$ cat config.mk
export PLATFORM = sky130hd
export DESIGN_NAME = grid_face_culling_mesher_flat
export DESIGN_NICKNAME = d
export VERILOG_FILES = /design/src/rtl/core/gfm_pkg.sv /design/src/rtl/core/gfm_in_if.sv /design/src/rtl/core/gfm_out_if.sv /design/src/rtl/core/gfm_line_store.sv /design/src/rtl/core/gfm_emitter.sv /design/src/rtl/core/grid_face_culling_mesher.sv /design/src/flat_wrapper.sv
export SDC_FILE = /design/constraint.sdc
export NUM_CORES = 2
export LEC_CHECK = 0
export BUFFER_PORTS_ARGS = -buffer_cell sky130_fd_sc_hd__buf_4
export CORE_MARGIN = 3
export CORE_UTILIZATION = 34
export CTS_CLUSTER_SIZE = 24
export DETAILED_ROUTE_END_ITERATION = 10
export HOLD_SLACK_MARGIN = 0.02
export PLACE_DENSITY = 0.55
export SYNTH_ARGS = -nofsm -noshare
export SYNTH_HDL_FRONTEND = slang
export SYNTH_SLANG_ARGS = --single-unit
$ cat constraint.sdc
create_clock -name clk -period 10.9 [get_ports clk]
set_input_delay 0.545 -clock clk [delete_from_list [all_inputs] [get_ports clk]]
set_output_delay 0.545 -clock clk [all_outputs]
set_load 0.02 [all_outputs]
$ cat src/rtl/core/gfm_pkg.sv
`default_nettype none
package gfm_pkg;

	localparam int MAX_COLS  = 256;
	localparam int MAX_ROWS  = 256;
	localparam int COL_W     = $clog2(MAX_COLS);
	localparam int ROW_IDX_W = $clog2(MAX_ROWS);
	localparam int DIM_W     = 9;
	localparam int Q_W       = 24;
	localparam int CFG_W     = 24;
	localparam int CFG_IDX_W = 3;
	localparam int KIND_W    = 2;
	localparam int DIR_W     = 3;
	localparam int POS_W     = 34;
	localparam int VNUM_W    = 20;
	localparam int WORD_W    = 3;
	localparam int X0_W      = COL_W + Q_W;
	localparam int OFF_W     = Q_W + 1;

	localparam logic [CFG_IDX_W-1:0] CFG_GRID_COLS   = 3'd0;
	localparam logic [CFG_IDX_W-1:0] CFG_GRID_ROWS   = 3'd1;
	localparam logic [CFG_IDX_W-1:0] CFG_PATH_WIDTH  = 3'd2;
	localparam logic [CFG_IDX_W-1:0] CFG_WALL_HEIGHT = 3'd3;
	localparam logic [CFG_IDX_W-1:0] CFG_MESH_KIND   = 3'd4;

	localparam logic [KIND_W-1:0] KIND_FLOOR = 2'd0;
	localparam logic [KIND_W-1:0] KIND_CEIL  = 2'd1;
	localparam logic [KIND_W-1:0] KIND_WALL  = 2'd2;

	localparam logic REQ_CELL = 1'b0;

	localparam logic [DIR_W-1:0] DIR_TOP    = 3'd0;
	localparam logic [DIR_W-1:0] DIR_BOTTOM = 3'd1;
	localparam logic [DIR_W-1:0] DIR_LEFT   = 3'd2;
	localparam logic [DIR_W-1:0] DIR_RIGHT  = 3'd3;
	localparam logic [DIR_W-1:0] DIR_FRONT  = 3'd4;
	localparam logic [DIR_W-1:0] DIR_BACK   = 3'd5;

	localparam logic [1:0] SLOT_BACK  = 2'd0;
	localparam logic [1:0] SLOT_FRONT = 2'd1;
	localparam logic [1:0] SLOT_LEFT  = 2'd2;
	localparam logic [1:0] SLOT_RIGHT = 2'd3;

	localparam logic [1:0] SGN_ZERO = 2'd0;
	localparam logic [1:0] SGN_POS  = 2'd1;
	localparam logic [1:0] SGN_NEG  = 2'd2;

	localparam logic [Q_W-1:0] INSET_Q = 24'd66;

	typedef struct packed {
		logic [1:0] sx;
		logic [1:0] sy;
		logic [1:0] sz;
	} csign_t;

	// Mask bits follow the slot order back, front, left, right.
	typedef struct packed {
		logic [3:0]       mask;
		logic             horiz;
		logic [DIR_W-1:0] hdir;
		logic [X0_W-1:0]  x0;
		logic [X0_W-1:0]  z0;
		logic             clear;
	} job_t;

	// Remainder by three through a reciprocal multiply; exact below 512.
	function automatic logic [1:0] mod3(input logic [DIM_W-1:0] n);
		logic [17:0] p;
		logic [10:0] t;
		begin
			p = 18'(n) * 18'd171;
			t = 11'(n) - 11'(p[17:9]) * 11'd3;
			return t[1:0];
		end
	endfunction

	function automatic logic word_bit(input logic [WORD_W-1:0] w, input logic [1:0] i);
		case (i)
			2'd0: return w[0];
			2'd1: return w[1];
			default: return w[2];
		endcase
	endfunction

	function automatic csign_t corner_sign(input logic [DIR_W-1:0] dir, input logic [1:0] k);
		csign_t r;
		begin
			r = '{SGN_ZERO, SGN_ZERO, SGN_ZERO};
			case (dir)
				DIR_TOP: begin
					r.sx = (k == 2'd0 || k == 2'd3) ? SGN_NEG : SGN_POS;
					r.sz = (k == 2'd0 || k == 2'd1) ? SGN_POS : SGN_NEG;
				end
				DIR_BOTTOM: begin
					r.sx = (k == 2'd0 || k == 2'd3) ? SGN_NEG : SGN_POS;
					r.sz = (k == 2'd0 || k == 2'd1) ? SGN_NEG : SGN_POS;
				end
				DIR_LEFT: begin
					r.sy = (k == 2'd0 || k == 2'd1) ? SGN_POS : SGN_NEG;
					r.sz = (k == 2'd0 || k == 2'd3) ? SGN_NEG : SGN_POS;
				end
				DIR_RIGHT: begin
					r.sy = (k == 2'd0 || k == 2'd1) ? SGN_POS : SGN_NEG;
					r.sz = (k == 2'd0 || k == 2'd3) ? SGN_POS : SGN_NEG;
				end
				DIR_FRONT: begin
					r.sx = (k == 2'd0 || k == 2'd3) ? SGN_NEG : SGN_POS;
					r.sy = (k == 2'd0 || k == 2'd1) ? SGN_POS : SGN_NEG;
				end
				DIR_BACK: begin
					r.sx = (k == 2'd0 || k == 2'd3) ? SGN_POS : SGN_NEG;
					r.sy = (k == 2'd0 || k == 2'd1) ? SGN_POS : SGN_NEG;
				end
				default: r = '{SGN_ZERO, SGN_ZERO, SGN_ZERO};
			endcase
			return r;
		end
	endfunction

	function automatic logic signed [OFF_W-1:0] signed_off(input logic [1:0] s,
			input logic [Q_W-1:0] mag);
		case (s)
			SGN_POS: return $signed({1'b0, mag});
			SGN_NEG: return -$signed({1'b0, mag});
			default: return '0;
		endcase
	endfunction

	function automatic logic [POS_W-1:0] clamp_pos(input logic [POS_W-1:0] c,
			input logic signed [OFF_W-1:0] o);
		logic signed [POS_W+1:0] t;
		begin
			t = $signed({2'b00, c}) + (POS_W+2)'(o);
			if (t[POS_W+1])
				return '0;
			else if (t[POS_W])
				return '1;
			else
				return t[POS_W-1:0];
		end
	endfunction

endpackage
`default_nettype wire

$ cat src/rtl/core/gfm_in_if.sv
`default_nettype none
interface gfm_in_if;
	logic valid;
	logic ready;
	logic req_type;
	logic cell_is_wall;
	modport source(output valid, output req_type, output cell_is_wall, input ready);
	modport sink(input valid, input req_type, input cell_is_wall, output ready);
endinterface
`default_nettype wire

$ cat src/rtl/core/gfm_out_if.sv
`default_nettype none
interface gfm_out_if;
	import gfm_pkg::*;
	logic              valid;
	logic              ready;
	logic [DIR_W-1:0]  face_dir;
	logic [1:0]        corner;
	logic [POS_W-1:0]  pos_x;
	logic [POS_W-1:0]  pos_y;
	logic [POS_W-1:0]  pos_z;
	logic [VNUM_W-1:0] vertex_number;
	logic              last_of_item;
	modport source(output valid, output face_dir, output corner, output pos_x, output pos_y,
		output pos_z, output vertex_number, output last_of_item, input ready);
	modport sink(input valid, input face_dir, input corner, input pos_x, input pos_y,
		input pos_z, input vertex_number, input last_of_item, output ready);
endinterface
`default_nettype wire

$ cat src/rtl/core/gfm_line_store.sv
`default_nettype none
module gfm_line_store (
	input  logic                         clk,
	input  logic                         rd_en,
	input  logic [gfm_pkg::COL_W-1:0]    rd_addr_a,
	input  logic [gfm_pkg::COL_W-1:0]    rd_addr_b,
	input  logic                         wr_en,
	input  logic [gfm_pkg::COL_W-1:0]    wr_addr,
	input  logic [gfm_pkg::WORD_W-1:0]   wr_data,
	output logic [gfm_pkg::WORD_W-1:0]   rd_data_a,
	output logic [gfm_pkg::WORD_W-1:0]   rd_data_b
);
	import gfm_pkg::*;

	// One word per column, one bit per row modulo three.
	logic [WORD_W-1:0] mem [MAX_COLS];

	always_ff @(posedge clk) begin
		if (wr_en)
			mem[wr_addr] <= wr_data;
	end

	// A read issued at the edge of a write to the same column takes the new word.
	always_ff @(posedge clk) begin
		if (rd_en) begin
			rd_data_a <= (wr_en && wr_addr == rd_addr_a) ? wr_data : mem[rd_addr_a];
			rd_data_b <= (wr_en && wr_addr == rd_addr_b) ? wr_data : mem[rd_addr_b];
		end
	end
endmodule
`default_nettype wire

$ cat src/rtl/core/gfm_emitter.sv
`default_nettype none
module gfm_emitter (
	input  logic                       clk,
	input  logic                       arst_n,
	input  logic                       job_valid,
	input  gfm_pkg::job_t              job,
	output logic                       job_ready,
	input  logic [gfm_pkg::Q_W-1:0]    path_width,
	input  logic [gfm_pkg::Q_W-1:0]    wall_height,
	gfm_out_if.source                  vert_out
);
	import gfm_pkg::*;

	job_t              job_q;
	logic              jv_q;
	logic [1:0]        k_q;
	logic [VNUM_W-1:0] vcount_q;

	logic                    va_valid_q;
	logic [DIR_W-1:0]        va_dir_q;
	logic [1:0]              va_corner_q;
	logic [POS_W-1:0]        va_cx_q, va_cy_q, va_cz_q;
	logic signed [OFF_W-1:0] va_ox_q, va_oy_q, va_oz_q;
	logic [VNUM_W-1:0]       va_vnum_q;
	logic                    va_last_q;

	logic                    out_en, va_take, issue, last_v;
	logic [1:0]              slot;
	logic [3:0]              rest;
	logic [DIR_W-1:0]        dir;
	logic [Q_W-1:0]          hp, hh, h, mag_xz;
	logic [POS_W-1:0]        x0e, z0e, xm, zm, xr, zf, cx, cy, cz;
	csign_t                  sg;

	assign out_en  = !vert_out.valid || vert_out.ready;
	assign va_take = !va_valid_q || out_en;
	assign issue   = jv_q && va_take;

	always_comb begin
		if (job_q.mask[0])
			slot = SLOT_BACK;
		else if (job_q.mask[1])
			slot = SLOT_FRONT;
		else if (job_q.mask[2])
			slot = SLOT_LEFT;
		else
			slot = SLOT_RIGHT;
	end

	assign rest      = job_q.mask & ~(4'b0001 << slot);
	assign last_v    = (k_q == 2'd3) && (rest == 4'b0000);
	assign job_ready = !jv_q || (issue && last_v);

	always_comb begin
		if (job_q.horiz)
			dir = job_q.hdir;
		else begin
			case (slot)
				SLOT_BACK:  dir = DIR_BACK;
				SLOT_FRONT: dir = DIR_FRONT;
				SLOT_LEFT:  dir = DIR_LEFT;
				default:    dir = DIR_RIGHT;
			endcase
		end
	end

	assign hp     = {1'b0, path_width[Q_W-1:1]};
	assign hh     = {1'b0, wall_height[Q_W-1:1]};
	assign h      = (path_width > INSET_Q) ? ((path_width - INSET_Q) >> 1) : '0;
	assign mag_xz = job_q.horiz ? h : hp;

	assign x0e = POS_W'(job_q.x0);
	assign z0e = POS_W'(job_q.z0);
	assign xm  = x0e + POS_W'(hp);
	assign zm  = z0e + POS_W'(hp);
	assign xr  = x0e + POS_W'(path_width);
	assign zf  = z0e + POS_W'(path_width);

	always_comb begin
		cx = xm;
		cy = POS_W'(hh);
		cz = zm;
		case (dir)
			DIR_TOP:    cy = '0;
			DIR_BOTTOM: cy = POS_W'(wall_height);
			DIR_BACK:   cz = z0e;
			DIR_FRONT:  cz = zf;
			DIR_LEFT:   cx = x0e;
			DIR_RIGHT:  cx = xr;
			default:    cx = xm;
		endcase
	end

	assign sg = corner_sign(dir, k_q);

	always_ff @(posedge clk or negedge arst_n) begin
		if (!arst_n) begin
			jv_q           <= 1'b0;
			k_q            <= 2'd0;
			vcount_q       <= '0;
			va_valid_q     <= 1'b0;
			vert_out.valid <= 1'b0;
		end else begin
			if (issue) begin
				k_q <= k_q + 2'd1;
				if (last_v)
					jv_q <= 1'b0;
				vcount_q <= (last_v && job_q.clear) ? '0 : vcount_q + 1'b1;
			end
			// A job with no faces still ends the mesh when it carries the clear.
			if (job_valid && job_ready) begin
				if (job.mask != 4'b0000) begin
					jv_q <= 1'b1;
					k_q  <= 2'd0;
				end else if (job.clear)
					vcount_q <= '0;
			end
			if (va_take)
				va_valid_q <= issue;
			if (out_en)
				vert_out.valid <= va_valid_q;
		end
	end

	always_ff @(posedge clk) begin
		if (issue && k_q == 2'd3)
			job_q.mask <= rest;
		if (job_valid && job_ready && job.mask != 4'b0000)
			job_q <= job;
		if (va_take) begin
			va_dir_q    <= dir;
			va_corner_q <= k_q;
			va_cx_q     <= cx;
			va_cy_q     <= cy;
			va_cz_q     <= cz;
			va_ox_q     <= signed_off(sg.sx, mag_xz);
			va_oy_q     <= signed_off(sg.sy, job_q.horiz ? h : hh);
			va_oz_q     <= signed_off(sg.sz, mag_xz);
			va_vnum_q   <= vcount_q;
			va_last_q   <= last_v;
		end
		if (out_en) begin
			vert_out.face_dir      <= va_dir_q;
			vert_out.corner        <= va_corner_q;
			vert_out.pos_x         <= clamp_pos(va_cx_q, va_ox_q);
			vert_out.pos_y         <= clamp_pos(va_cy_q, va_oy_q);
			vert_out.pos_z         <= clamp_pos(va_cz_q, va_oz_q);
			vert_out.vertex_number <= va_vnum_q;
			vert_out.last_of_item  <= va_last_q;
		end
	end
endmodule
`default_nettype wire

$ cat src/rtl/core/grid_face_culling_mesher.sv
// Grid mesher. Cells enter on cell_in in raster order (req_type 0); after the
// last row, one drain transfer (req_type 1) per column meshes the final row.
// Each open cell produces quads of four vertices on vert_out, one vertex per
// transfer, the last vertex of an item flagged by last_of_item.
// Configuration is written through cfg_we / cfg_index / cfg_wdata while idle;
// the user must keep to this, the block does not enforce it. A vertex passes
// the stage-one, job, vertex and output registers. Throughput, while nothing
// stalls: one vertex per cycle, four per quad (up to sixteen for a wall cell
// with four wall neighbors); items that emit nothing go at one per cycle.
// The line store is a single 256 x 3 bit memory, one read-modify-write per
// cell; a back-to-back access to the same column is forwarded.
// Reset restores register defaults and clears row, column and vertex count;
// the line store is not cleared, since raster order writes every entry before
// it is read. A stalled receiver holds the output register and the pipeline
// backs up to cell_in.ready; nothing is dropped.
`default_nettype none
module grid_face_culling_mesher (
	input  logic                           clk,
	input  logic                           arst_n,
	input  logic                           cfg_we,
	input  logic [gfm_pkg::CFG_IDX_W-1:0]  cfg_index,
	input  logic [gfm_pkg::CFG_W-1:0]      cfg_wdata,
	gfm_in_if.sink                         cell_in,
	gfm_out_if.source                      vert_out
);
	import gfm_pkg::*;

	logic [DIM_W-1:0]  grid_cols_q, grid_rows_q;
	logic [Q_W-1:0]    path_width_q, wall_height_q;
	logic [KIND_W-1:0] mesh_kind_q;

	logic [DIM_W-1:0]  row_pos_q;
	logic [COL_W-1:0]  col_pos_q;

	logic [DIM_W-1:0]  cols, rows, rp, r9, col_nxt;
	logic [COL_W-1:0]  cp;
	logic              accept, is_cell, eff_cell, eff_drain, wrap;

	logic                 s1_valid_q, s1_adv;
	logic                 mesh_s1, wr_s1, wall_s1, below_s1, clear_s1;
	logic                 rgt0_s1, cgt0_s1, rok_s1;
	logic [ROW_IDX_W-1:0] r_s1;
	logic [COL_W-1:0]     c_s1;
	logic [1:0]           m_s1, widx_s1;
	logic [WORD_W-1:0]    prev_word_q;

	logic [WORD_W-1:0] rd_a, rd_b, new_word;
	logic [1:0]        m_up;
	logic              self_wall, nb_back, nb_front, nb_left, nb_right, job_ready;
	job_t              job;

	always_ff @(posedge clk or negedge arst_n) begin
		if (!arst_n) begin
			grid_cols_q   <= 9'd16;
			grid_rows_q   <= 9'd16;
			path_width_q  <= 24'd65536;
			wall_height_q <= 24'd65536;
			mesh_kind_q   <= KIND_WALL;
		end else if (cfg_we) begin
			case (cfg_index)
				CFG_GRID_COLS:   grid_cols_q   <= cfg_wdata[DIM_W-1:0];
				CFG_GRID_ROWS:   grid_rows_q   <= cfg_wdata[DIM_W-1:0];
				CFG_PATH_WIDTH:  path_width_q  <= cfg_wdata[Q_W-1:0];
				CFG_WALL_HEIGHT: wall_height_q <= cfg_wdata[Q_W-1:0];
				CFG_MESH_KIND:   mesh_kind_q   <= cfg_wdata[KIND_W-1:0];
				default: ;
			endcase
		end
	end

	always_comb begin
		if (grid_cols_q == '0)
			cols = DIM_W'(1);
		else if (grid_cols_q > DIM_W'(MAX_COLS))
			cols = DIM_W'(MAX_COLS);
		else
			cols = grid_cols_q;
		if (grid_rows_q == '0)
			rows = DIM_W'(1);
		else if (grid_rows_q > DIM_W'(MAX_ROWS))
			rows = DIM_W'(MAX_ROWS);
		else
			rows = grid_rows_q;
	end

	// A resized grid pulls the position back into range before use.
	assign rp        = (row_pos_q > rows) ? rows : row_pos_q;
	assign cp        = (DIM_W'(col_pos_q) >= cols) ? '0 : col_pos_q;
	assign col_nxt   = DIM_W'(cp) + DIM_W'(1);
	assign wrap      = col_nxt >= cols;
	assign is_cell   = cell_in.req_type == REQ_CELL;
	assign eff_cell  = is_cell && rp < rows;
	assign eff_drain = !is_cell && rp >= rows;
	assign r9        = eff_cell ? rp - DIM_W'(1) : rows - DIM_W'(1);

	assign s1_adv        = s1_valid_q && job_ready;
	assign cell_in.ready = !s1_valid_q || job_ready;
	assign accept        = cell_in.valid && cell_in.ready;

	always_ff @(posedge clk or negedge arst_n) begin
		if (!arst_n) begin
			row_pos_q  <= '0;
			col_pos_q  <= '0;
			s1_valid_q <= 1'b0;
		end else begin
			if (accept) begin
				row_pos_q  <= rp;
				col_pos_q  <= cp;
				s1_valid_q <= eff_cell || eff_drain;
				if (eff_cell || eff_drain)
					col_pos_q <= wrap ? '0 : col_nxt[COL_W-1:0];
				if (eff_cell && wrap)
					row_pos_q <= rp + DIM_W'(1);
				if (eff_drain && wrap)
					row_pos_q <= '0;
			end else if (s1_adv)
				s1_valid_q <= 1'b0;
		end
	end

	always_ff @(posedge clk) begin
		if (accept) begin
			mesh_s1  <= eff_drain || (eff_cell && rp != '0);
			wr_s1    <= eff_cell;
			wall_s1  <= cell_in.cell_is_wall;
			below_s1 <= eff_cell;
			clear_s1 <= eff_drain && wrap;
			r_s1     <= r9[ROW_IDX_W-1:0];
			c_s1     <= cp;
			m_s1     <= mod3(r9);
			widx_s1  <= mod3(rp);
			rgt0_s1  <= r9[ROW_IDX_W-1:0] != '0;
			cgt0_s1  <= cp != '0;
			rok_s1   <= col_nxt < cols;
		end
		if (s1_adv)
			prev_word_q <= wr_s1 ? new_word : rd_a;
	end

	gfm_line_store u_store (
		.clk       (clk),
		.rd_en     (accept),
		.rd_addr_a (cp),
		.rd_addr_b (col_nxt[COL_W-1:0]),
		.wr_en     (s1_adv && wr_s1),
		.wr_addr   (c_s1),
		.wr_data   (new_word),
		.rd_data_a (rd_a),
		.rd_data_b (rd_b)
	);

	always_comb begin
		new_word = rd_a;
		case (widx_s1)
			2'd0:    new_word[0] = wall_s1;
			2'd1:    new_word[1] = wall_s1;
			default: new_word[2] = wall_s1;
		endcase
	end

	// Row above the meshed row sits one slot back modulo three.
	assign m_up      = (m_s1 == 2'd0) ? 2'd2 : m_s1 - 2'd1;
	assign self_wall = word_bit(rd_a, m_s1);
	assign nb_back   = rgt0_s1 && word_bit(rd_a, m_up);
	assign nb_front  = below_s1 && wall_s1;
	assign nb_left   = cgt0_s1 && word_bit(prev_word_q, m_s1);
	assign nb_right  = rok_s1 && word_bit(rd_b, m_s1);

	always_comb begin
		job.horiz = 1'b0;
		job.hdir  = (mesh_kind_q == KIND_FLOOR) ? DIR_TOP : DIR_BOTTOM;
		job.mask  = 4'b0000;
		case (mesh_kind_q)
			KIND_FLOOR, KIND_CEIL: begin
				job.horiz = 1'b1;
				job.mask  = 4'b0001;
			end
			KIND_WALL: job.mask = {nb_right, nb_left, nb_front, nb_back};
			default:   job.mask = 4'b0000;
		endcase
		if (!mesh_s1 || self_wall)
			job.mask = 4'b0000;
		job.x0    = X0_W'(c_s1) * X0_W'(path_width_q);
		job.z0    = X0_W'(r_s1) * X0_W'(path_width_q);
		job.clear = clear_s1;
	end

	gfm_emitter u_emit (
		.clk         (clk),
		.arst_n      (arst_n),
		.job_valid   (s1_valid_q),
		.job         (job),
		.job_ready   (job_ready),
		.path_width  (path_width_q),
		.wall_height (wall_height_q),
		.vert_out    (vert_out)
	);
endmodule
`default_nettype wire

$ cat src/flat_wrapper.sv
// flat-port wrapper written by rule: the top's interface ports become plain ports
module grid_face_culling_mesher_flat import gfm_pkg::*;
  (clk, arst_n, cfg_we, cfg_index, cfg_wdata, cell_in_valid, cell_in_req_type, cell_in_cell_is_wall, cell_in_ready, vert_out_valid, vert_out_face_dir, vert_out_corner, vert_out_pos_x, vert_out_pos_y, vert_out_pos_z, vert_out_vertex_number, vert_out_last_of_item, vert_out_ready);
  gfm_in_if cell_in_i ();
  gfm_out_if vert_out_i ();
  input  logic clk;
  input  logic arst_n;
  input  logic cfg_we;
  input  logic [gfm_pkg::CFG_IDX_W-1:0] cfg_index;
  input  logic [gfm_pkg::CFG_W-1:0] cfg_wdata;
  input wire logic [$bits(cell_in_i.valid)-1:0] cell_in_valid;
  input wire logic [$bits(cell_in_i.req_type)-1:0] cell_in_req_type;
  input wire logic [$bits(cell_in_i.cell_is_wall)-1:0] cell_in_cell_is_wall;
  output wire logic [$bits(cell_in_i.ready)-1:0] cell_in_ready;
  output wire logic [$bits(vert_out_i.valid)-1:0] vert_out_valid;
  output wire logic [$bits(vert_out_i.face_dir)-1:0] vert_out_face_dir;
  output wire logic [$bits(vert_out_i.corner)-1:0] vert_out_corner;
  output wire logic [$bits(vert_out_i.pos_x)-1:0] vert_out_pos_x;
  output wire logic [$bits(vert_out_i.pos_y)-1:0] vert_out_pos_y;
  output wire logic [$bits(vert_out_i.pos_z)-1:0] vert_out_pos_z;
  output wire logic [$bits(vert_out_i.vertex_number)-1:0] vert_out_vertex_number;
  output wire logic [$bits(vert_out_i.last_of_item)-1:0] vert_out_last_of_item;
  input wire logic [$bits(vert_out_i.ready)-1:0] vert_out_ready;
  assign cell_in_i.valid = cell_in_valid;
  assign cell_in_i.req_type = cell_in_req_type;
  assign cell_in_i.cell_is_wall = cell_in_cell_is_wall;
  assign cell_in_ready = cell_in_i.ready;
  assign vert_out_valid = vert_out_i.valid;
  assign vert_out_face_dir = vert_out_i.face_dir;
  assign vert_out_corner = vert_out_i.corner;
  assign vert_out_pos_x = vert_out_i.pos_x;
  assign vert_out_pos_y = vert_out_i.pos_y;
  assign vert_out_pos_z = vert_out_i.pos_z;
  assign vert_out_vertex_number = vert_out_i.vertex_number;
  assign vert_out_last_of_item = vert_out_i.last_of_item;
  assign vert_out_i.ready = vert_out_ready;
  grid_face_culling_mesher u_core (.clk(clk), .arst_n(arst_n), .cfg_we(cfg_we), .cfg_index(cfg_index), .cfg_wdata(cfg_wdata), .cell_in(cell_in_i), .vert_out(vert_out_i));
endmodule
# [After elaboration in Yosys (flattened, before gate mapping)]
# Memories as Yosys holds them, arrays and structs flattened. A register that Yosys moved wholly into a read port is not among the register bits.
# Index checks and enable logic that the tools add are counted.
[word_totals] elab_cells=235 ram_bits=768 out_inout_bits=130 reg_bits=545 n_memories=1 inputBits=34
[classes] magnitude_cmp=9 n_mux=66 reduce_logical=58 mul=6 shifts=1 addsub=19 eq_ne=24 bitwise_logic=3
[memory_table] memory="u_core.u_store.mem" words=256 word_bits=3 rd=2 rd_clocked_by_memory_dff=2 wr=1 line="gfm_line_store.sv:16" source="logic [WORD_W-1:0] mem [MAX_COLS];"
[ops] operator="25-bit one-hot mux with 2 select lines" n=3
[ops] operator="33-bit one-hot mux with 2 select lines" n=2
[ops] operator="35-bit by 25-bit adder with 36-bit output" n=3
[ops] operator="34-bit 2-to-1 mux" n=3
[ops] operator="20-bit 2-to-1 mux" n=5
[ops] operator="73-bit 2-to-1 mux" n=1
[ops] operator="9-bit 2-to-1 mux" n=8
[ops] operator="23-bit 2-to-1 mux" n=3
[ops] operator="32-bit by 23-bit adder with 33-bit output" n=2
[ops] operator="32-bit by 24-bit adder with 33-bit output" n=2
[ops] operator="8-bit by 24-bit multiplier with 32-bit output" n=2
[ops] operator="23-bit negation with 25-bit output" n=2
[ops] operator="24-bit one-hot mux with 2 select lines" n=1
[ops] operator="9-bit by 8-bit multiplier with 17-bit output, second input constant" n=2
[ops] operator="24-bit by 7-bit > comparator with 1-bit output, second input constant" n=1
[ops] operator="8-bit 2-to-1 mux" n=3
[ops] operator="24-bit by 7-bit subtractor with 24-bit output, second input constant" n=1
[ops] operator="2-bit 2-to-1 mux" n=11
[ops] operator="20-bit by 1-bit adder with 20-bit output, second input constant" n=1
[ops] operator="2-bit by 1-bit == test with 1-bit output, second input constant" n=9
[ops] operator="9-bit greater-or-equal comparator" n=2
[ops] operator="9-bit > comparator, second input constant" n=2
[ops] operator="1-bit logical AND" n=18
[ops] operator="9-bit zero test" n=2
[ops] operator="39 further kinds" n=97

# [Depth between registers and ports, before layout]
[logic_depth] word_depth=14 ltp_mapped=49 ltp_nobuf=47

# [Modules after synthesis]
# A second synthesis with hierarchy kept.
[hier_totals] hier_cells=6734 hier_area_um2=82256.4
[by_module_without_submodules] mod="gfm_line_store" cells_per_inst=2232 area_each_um2=37415.9 n_inst=1
[by_module_without_submodules] mod="gfm_emitter" cells_per_inst=2468 area_each_um2=25580.8 n_inst=1
[by_module_without_submodules] mod="grid_face_culling_mesher" cells_per_inst=2034 area_each_um2=19259.7 n_inst=1

# [Worst setup path before layout]
# No wires, ideal clock.
[synth_timing] kind="flip-flop to flip-flop" startpoint="reg u_core.grid_rows_q[8]" endpoint="reg u_core.m_s1[1], data pin" slack_ns=1.325 path_stages_with_launch=47 arrival_ns=9.307 n_path_buf=3 required_time_ns=10.632 path_cell_list="dfrtp_1 > clkbuf_1 > nor2b_1 > inv_1 > ha_1 > o21a_1 > o21a_1 > o21ai_0 > a31oi_1 > and2_1 > clkbuf_1 > mux2i_1 > inv_1 > ha_1 > a21o_1 > a21oi_1 > inv_1 > a221oi_1 > [... 11 more ...] > ha_1 > fa_1 > ha_1 > a41o_1 > a21oi_1 > nor2b_1 > o21ai_0 > nand2b_1 > a21oi_1 > xnor2_1 > ha_1 > xnor2_1 > xnor2_1 > xnor2_1 > xnor2_1 > xnor2_1 > xnor2_1 > xnor2_1"
[synth_via] elab_chain_cells=11 word_cells_on_any_way=14 cone_classes="3 x add/sub; 2 x mul; 3 x order compare; 4 x mux; 2 x reduce/logical"
[synth_rtl] element="from (decl)" line="grid_face_culling_mesher.sv:28" source="logic [DIM_W-1:0] grid_cols_q, grid_rows_q;"
[synth_rtl] element="from (signal assigned)" line="grid_face_culling_mesher.sv:62" source="CFG_GRID_ROWS: grid_rows_q <= cfg_wdata[DIM_W-1:0];"
[synth_rtl] element="9-bit > comparator" line="grid_face_culling_mesher.sv:80" source="else if (grid_rows_q > DIM_W'(MAX_ROWS))"
[synth_rtl] element="9-bit 2-to-1 mux" line="grid_face_culling_mesher.sv:80"
[synth_rtl] element="9-bit 2-to-1 mux (*)" line="grid_face_culling_mesher.sv:78" source="if (grid_rows_q == '0)"
[synth_rtl] element="9-bit > comparator" line="grid_face_culling_mesher.sv:87" source="assign rp = (row_pos_q > rows) ? rows : row_pos_q;"
[synth_rtl] element="9-bit 2-to-1 mux" line="grid_face_culling_mesher.sv:87"
[synth_rtl] element="9-bit less-than comparator" line="grid_face_culling_mesher.sv:92" source="assign eff_cell = is_cell && rp < rows;"
[synth_rtl] element="1-bit logical AND" line="grid_face_culling_mesher.sv:92"
[synth_rtl] element="9-bit 2-to-1 mux (*)" line="grid_face_culling_mesher.sv:94" source="assign r9 = eff_cell ? rp - DIM_W'(1) : rows - DIM_W'(1);"
[synth_rtl] element="net u_core.r9[0]" line="grid_face_culling_mesher.sv:35" source="logic [DIM_W-1:0] cols, rows, rp, r9, col_nxt;"
[synth_rtl] element="9-bit by 8-bit multiplier with 17-bit output" line="gfm_pkg.sv:71" source="p = 18'(n) * 18'd171;"
[synth_rtl] element="8-bit by 2-bit multiplier with 2-bit output" line="gfm_pkg.sv:72" source="t = 11'(n) - 11'(p[17:9]) * 11'd3;"
[synth_rtl] element="2-bit subtractor (*)" line="gfm_pkg.sv:72"
[synth_rtl] element="to (signal assigned)" line="grid_face_culling_mesher.sv:130" source="m_s1 <= mod3(r9);"
[synth_rtl] element="to (decl)" line="grid_face_culling_mesher.sv:44" source="logic [1:0] m_s1, widx_s1;"
# Mark *: on every way through the listed nets, which the timed path passes. The rest lies on a longest branch.
# A chain may end at the register's enable or synchronous reset.

# [Worst setup path in the final report]
# Same ends and word-level chain as after synthesis.

==> results.toml <==
[job]
max_cap_viols = 1

[setup_path]
crit_path_start_kind = "flip-flop"
worstPathMaxFanout = 11
timing.reg2reg.setup_slack_ns = 0.77
setup.worst_path.class = "reg -> reg"
slowest_stage = "sky130_fd_sc_hd__dfrtp_1"
crit_path_top_cell_by_count = "sky130_fd_sc_hd__xnor2_1"
critPathCaptureType = "flip-flop"
worst-endpoint-required_ns = 11.45
arrival_time_of_data_at_the_critical_path_endpoint_ns = 10.68
crit_path_max_incr_delay_ns = 0.52

[floorplanning]
placementRows = 181
starting_density_of_the_core_pct = 34.3
die-width_microns = 502
fp.coreArea_sq_mm = 0.244
design.die.area_sq_mm = 0.252
io_pins = 164
die_h_microns = 502

[grt]
grt_pass1_wl_mm = 469
grt_pass1_vias = 65700
globalRouteTotalUtil_pct = 25.3
antenna_found_initial = 31
gr-total-overflow = 0
grt_max_degree = 140

[timing]
final.period_utilization_pct = 92.9
final_hold_viol_count = 0
maxSlewViolCount = 0
clock-skew-final_ns = 0.0622
timing.max_slew.rel_slack_pct = 1.39
fmaxAchievable_mhz = 98.7
finalWorstPathRequiredPeriod_ns = 10.13
rsz0062_at_grt = "false"
slew_at_the_pin_with_the_worst_max_slew_slack_ns = 1.47
setup_viol_count_final = 0
timing.setup.tns_ns = 0

[drt]
dr.pass1.iters = 9
avgViaCountPerCell = 6.05
via_count = 68000
ant_nets = 0
finalWirelength_mm = 328
drt_iter0_drc = 8783
detail_route.wl_per_cell_microns = 29.2
remaining_drc_errors = 0

[cts]
htreeDepth = 4
insertion_delay_ns = 0.85
cts_tree = "done"
numClockSinks = 1305
cts_buffers = 154
clockRootBuffer = "sky130_fd_sc_hd__clkbuf_16"
number_of_buffers_on_the_longest_clock_path = 3
clock_pin_slew_worst_setup_and_hold_paths_ns = 0.06

[outcome]
failed_checks = "capacitance limit"
outcome = "complete, but fails checks"

[yosys]
synthDominantAreaCellType = "sky130_fd_sc_hd__edfxtp_1"
synth_nets = 8508
synth_enable_flop_cells = 1194
synth.cells.most_frequent = "sky130_fd_sc_hd__edfxtp_1, sky130_fd_sc_hd__nand2_1, sky130_fd_sc_hd__nor2_1"
syn-cell-area_sq_mm = 0.0837
synthCells = 7832
postSynth.asyncResetShare_pct = 8.51
postSynthAreaPerCell_sq_um = 10.7
synthTopCellsByArea = "sky130_fd_sc_hd__edfxtp_1, sky130_fd_sc_hd__fa_1, sky130_fd_sc_hd__ha_1, sky130_fd_sc_hd__nand2_1, sky130_fd_sc_hd__dfrtp_1"
ys_seq_area_share_pct = 46.1
synth_warnings = 0
yosysMostFrequentCell = "sky130_fd_sc_hd__edfxtp_1"
ys_seq_elements = 1305
netlist-cell-type-count = 95
synth_ff_type = "sky130_fd_sc_hd__edfxtp_1"
yosysTopAreaCellShare_pct = 42.8

[finish]
nets = 8561
share_of_cells_above_drive_strength_1_pct = 12.4
areaGrowthSynthToFinish_pct = 12.8

[placement]
routabilityCongestion = 0.983
hpwlAfterDp_mm = 222
io_buffers = 163

[worst_hold_path]
timing.hold.worst.class = "in -> reg"
metal layers:
| metal | wire [microns] | up-vias | GRT usage, % |
|---|---|---|---|
| met5 | 60 | - | 0 |
| met4 | 23400 | 10 | 15.1 |
| met3 | 35100 | 1150 | 6.49 |
| met2 | 140000 | 4356 | 37.8 |
| met1 | 129000 | 33600 | 33.0 |
| li1 | - | 28800 | - |
layout by cell type, fill, tap and decap left out, types with 25 or more instances in the layout:
cell type,n
sky130_fd_sc_hd__clkbuf_16,158
sky130_fd_sc_hd__fa_1,293
sky130_fd_sc_hd__inv_1,432
sky130_fd_sc_hd__o22ai_1,109
sky130_fd_sc_hd__or3_1,52
sky130_fd_sc_hd__o21bai_1,36
sky130_fd_sc_hd__nand2b_1,60
sky130_fd_sc_hd__xor2_1,102
sky130_fd_sc_hd__buf_4,359
sky130_fd_sc_hd__nor2_1,655
sky130_fd_sc_hd__mux4_2,93
sky130_fd_sc_hd__o21ai_0,328
sky130_fd_sc_hd__xnor2_1,185
sky130_fd_sc_hd__o21a_1,45
sky130_fd_sc_hd__nor3_1,118
sky130_fd_sc_hd__a221oi_1,37
sky130_fd_sc_hd__nor4_1,43
sky130_fd_sc_hd__nor2b_1,82
sky130_fd_sc_hd__and3_1,58
sky130_fd_sc_hd__o31ai_1,38
sky130_fd_sc_hd__o221ai_1,59
sky130_fd_sc_hd__nand3_1,141
sky130_fd_sc_hd__a21o_1,84
sky130_fd_sc_hd__o211ai_1,81
sky130_fd_sc_hd__and2_1,188
sky130_fd_sc_hd__nand2_1,807
sky130_fd_sc_hd__clkinv_1,30
sky130_fd_sc_hd__dfrtp_1,102
sky130_fd_sc_hd__mux2_2,157
sky130_fd_sc_hd__mux2i_1,189
sky130_fd_sc_hd__a21oi_1,505
sky130_fd_sc_hd__edfxtp_1,1194
sky130_fd_sc_hd__nand4_1,65
sky130_fd_sc_hd__a211oi_1,74
sky130_fd_sc_hd__clkinv_2,25
sky130_fd_sc_hd__ha_1,347
sky130_fd_sc_hd__a31oi_1,72
sky130_fd_sc_hd__clkbuf_1,26
cell families (layout without fill, tap and decap cells):
logic type | after synthesis | count (layout) | synth area share (%)
AOI/OAI and AO/OA | 1831 | 1831 | 14.3
xor gates and xnor gates | 288 | 288 | 3.01
adders and majority gates | 642 | 642 | 12.2
buffers and inverters | 935 | 1114 | 4.24
DFF | 1305 | 1305 | 46.1
muxes | 440 | 440 | 6.88
other | 0 | 14 | 0
and+or+nand+nor | 2391 | 2391 | 13.2
area by class of cell:
class	instances	area [sq um]
well taps	3202	4010
inverters	446	1690
diodes	14	35.0
clock buffers	187	4090
clock inverters	95	1000
fillers	23700	150000
repair buffers	386	3030
flip-flops and latches	1305	38700
multi-input cells	5592	41900
worst max-delay path: cells and delay by family (launching register included):
family / cells / cell delay [ns]
DFF: 1 / 0.52
xor gates and xnor gates: 9 / 1.31
and+or+nand+nor: 7 / 1.11
muxes: 2 / 0.80
buffers and inverters: 4 / 0.58
adders and majority gates: 8 / 2.53
AOI/OAI and AO/OA: 14 / 2.95
state kept, by name (all words and copies together) (netlist names), 24 cells and up:
signal / cells
u_core.u_emit.vert_out.pos_x: 34
u_core.u_store.mem: 768
u_core.path_width_q: 24
u_core.u_emit.va_oy_q: 25
u_core.u_emit.vert_out.pos_y: 34
u_core.u_emit.va_cz_q: 33
u_core.u_emit.vert_out.pos_z: 34
u_core.u_emit.va_cy_q: 24
u_core.u_emit.va_oz_q: 25
u_core.wall_height_q: 24
u_core.u_emit.va_ox_q: 25
u_core.u_emit.va_cx_q: 33
u_core.u_emit.job_q: 71
per-stage QoR:
step | hold slack, ns | utilization (%) | worst slack (ns) | instance area (sq um) | cells
6_report | 0.0634 | 38.7 | 0.769 | 94500 | 11200
5_1_grt | 0.0532 | 38.7 | 0.0186 | 94400 | 11200
4_1_cts | 0.0296 | 38.7 | 0.269 | 94400 | 11200
3_5_place_dp | 0.405 | 36.5 | 0.360 | 89100 | 10900
3_3_place_gp | 0.405 | 36.5 | 0.378 | 89100 | 10900
2_1_floorplan | 0.249 | - | 1.32 | 83700 | 7832
timing repair:
item | in CTS | in global routing
setup buffers | 0 | 0
resized for setup | 0 | 3
setup endpoints to repair | 0 | 1
hold endpoints to repair | 105 | 0
hold buffers | 18 | 0
path summary, 6_finish.rpt:
path                                                        from                                                  to  cells after the start
setup / recovery               u_core.grid_rows_q[8]$_DFFE_PN0P_                            u_core.m_s1[1]$_DFFE_PP_                     44
hold / removal                                      cfg_wdata[8]                   u_core.grid_cols_q[8]$_DFFE_PN0P_                      3
setup reg to reg               u_core.grid_rows_q[8]$_DFFE_PN0P_                            u_core.m_s1[1]$_DFFE_PP_                     44
hold reg to reg            u_core.u_emit.va_vnum_q[16]$_DFFE_PN_  u_core.u_emit.vert_out.vertex_number[16]$_DFFE_PP_                      0
max in group asynchronous                                 arst_n                  u_core.path_width_q[6]$_DFFE_PN0P_                      3
min in group asynchronous                                 arst_n                     u_core.row_pos_q[4]$_DFFE_PN0P_                      2
Power is left out: the tool's default activity adds up to more than one toggle a clock period on the data nets, which glitch-free logic cannot reach.
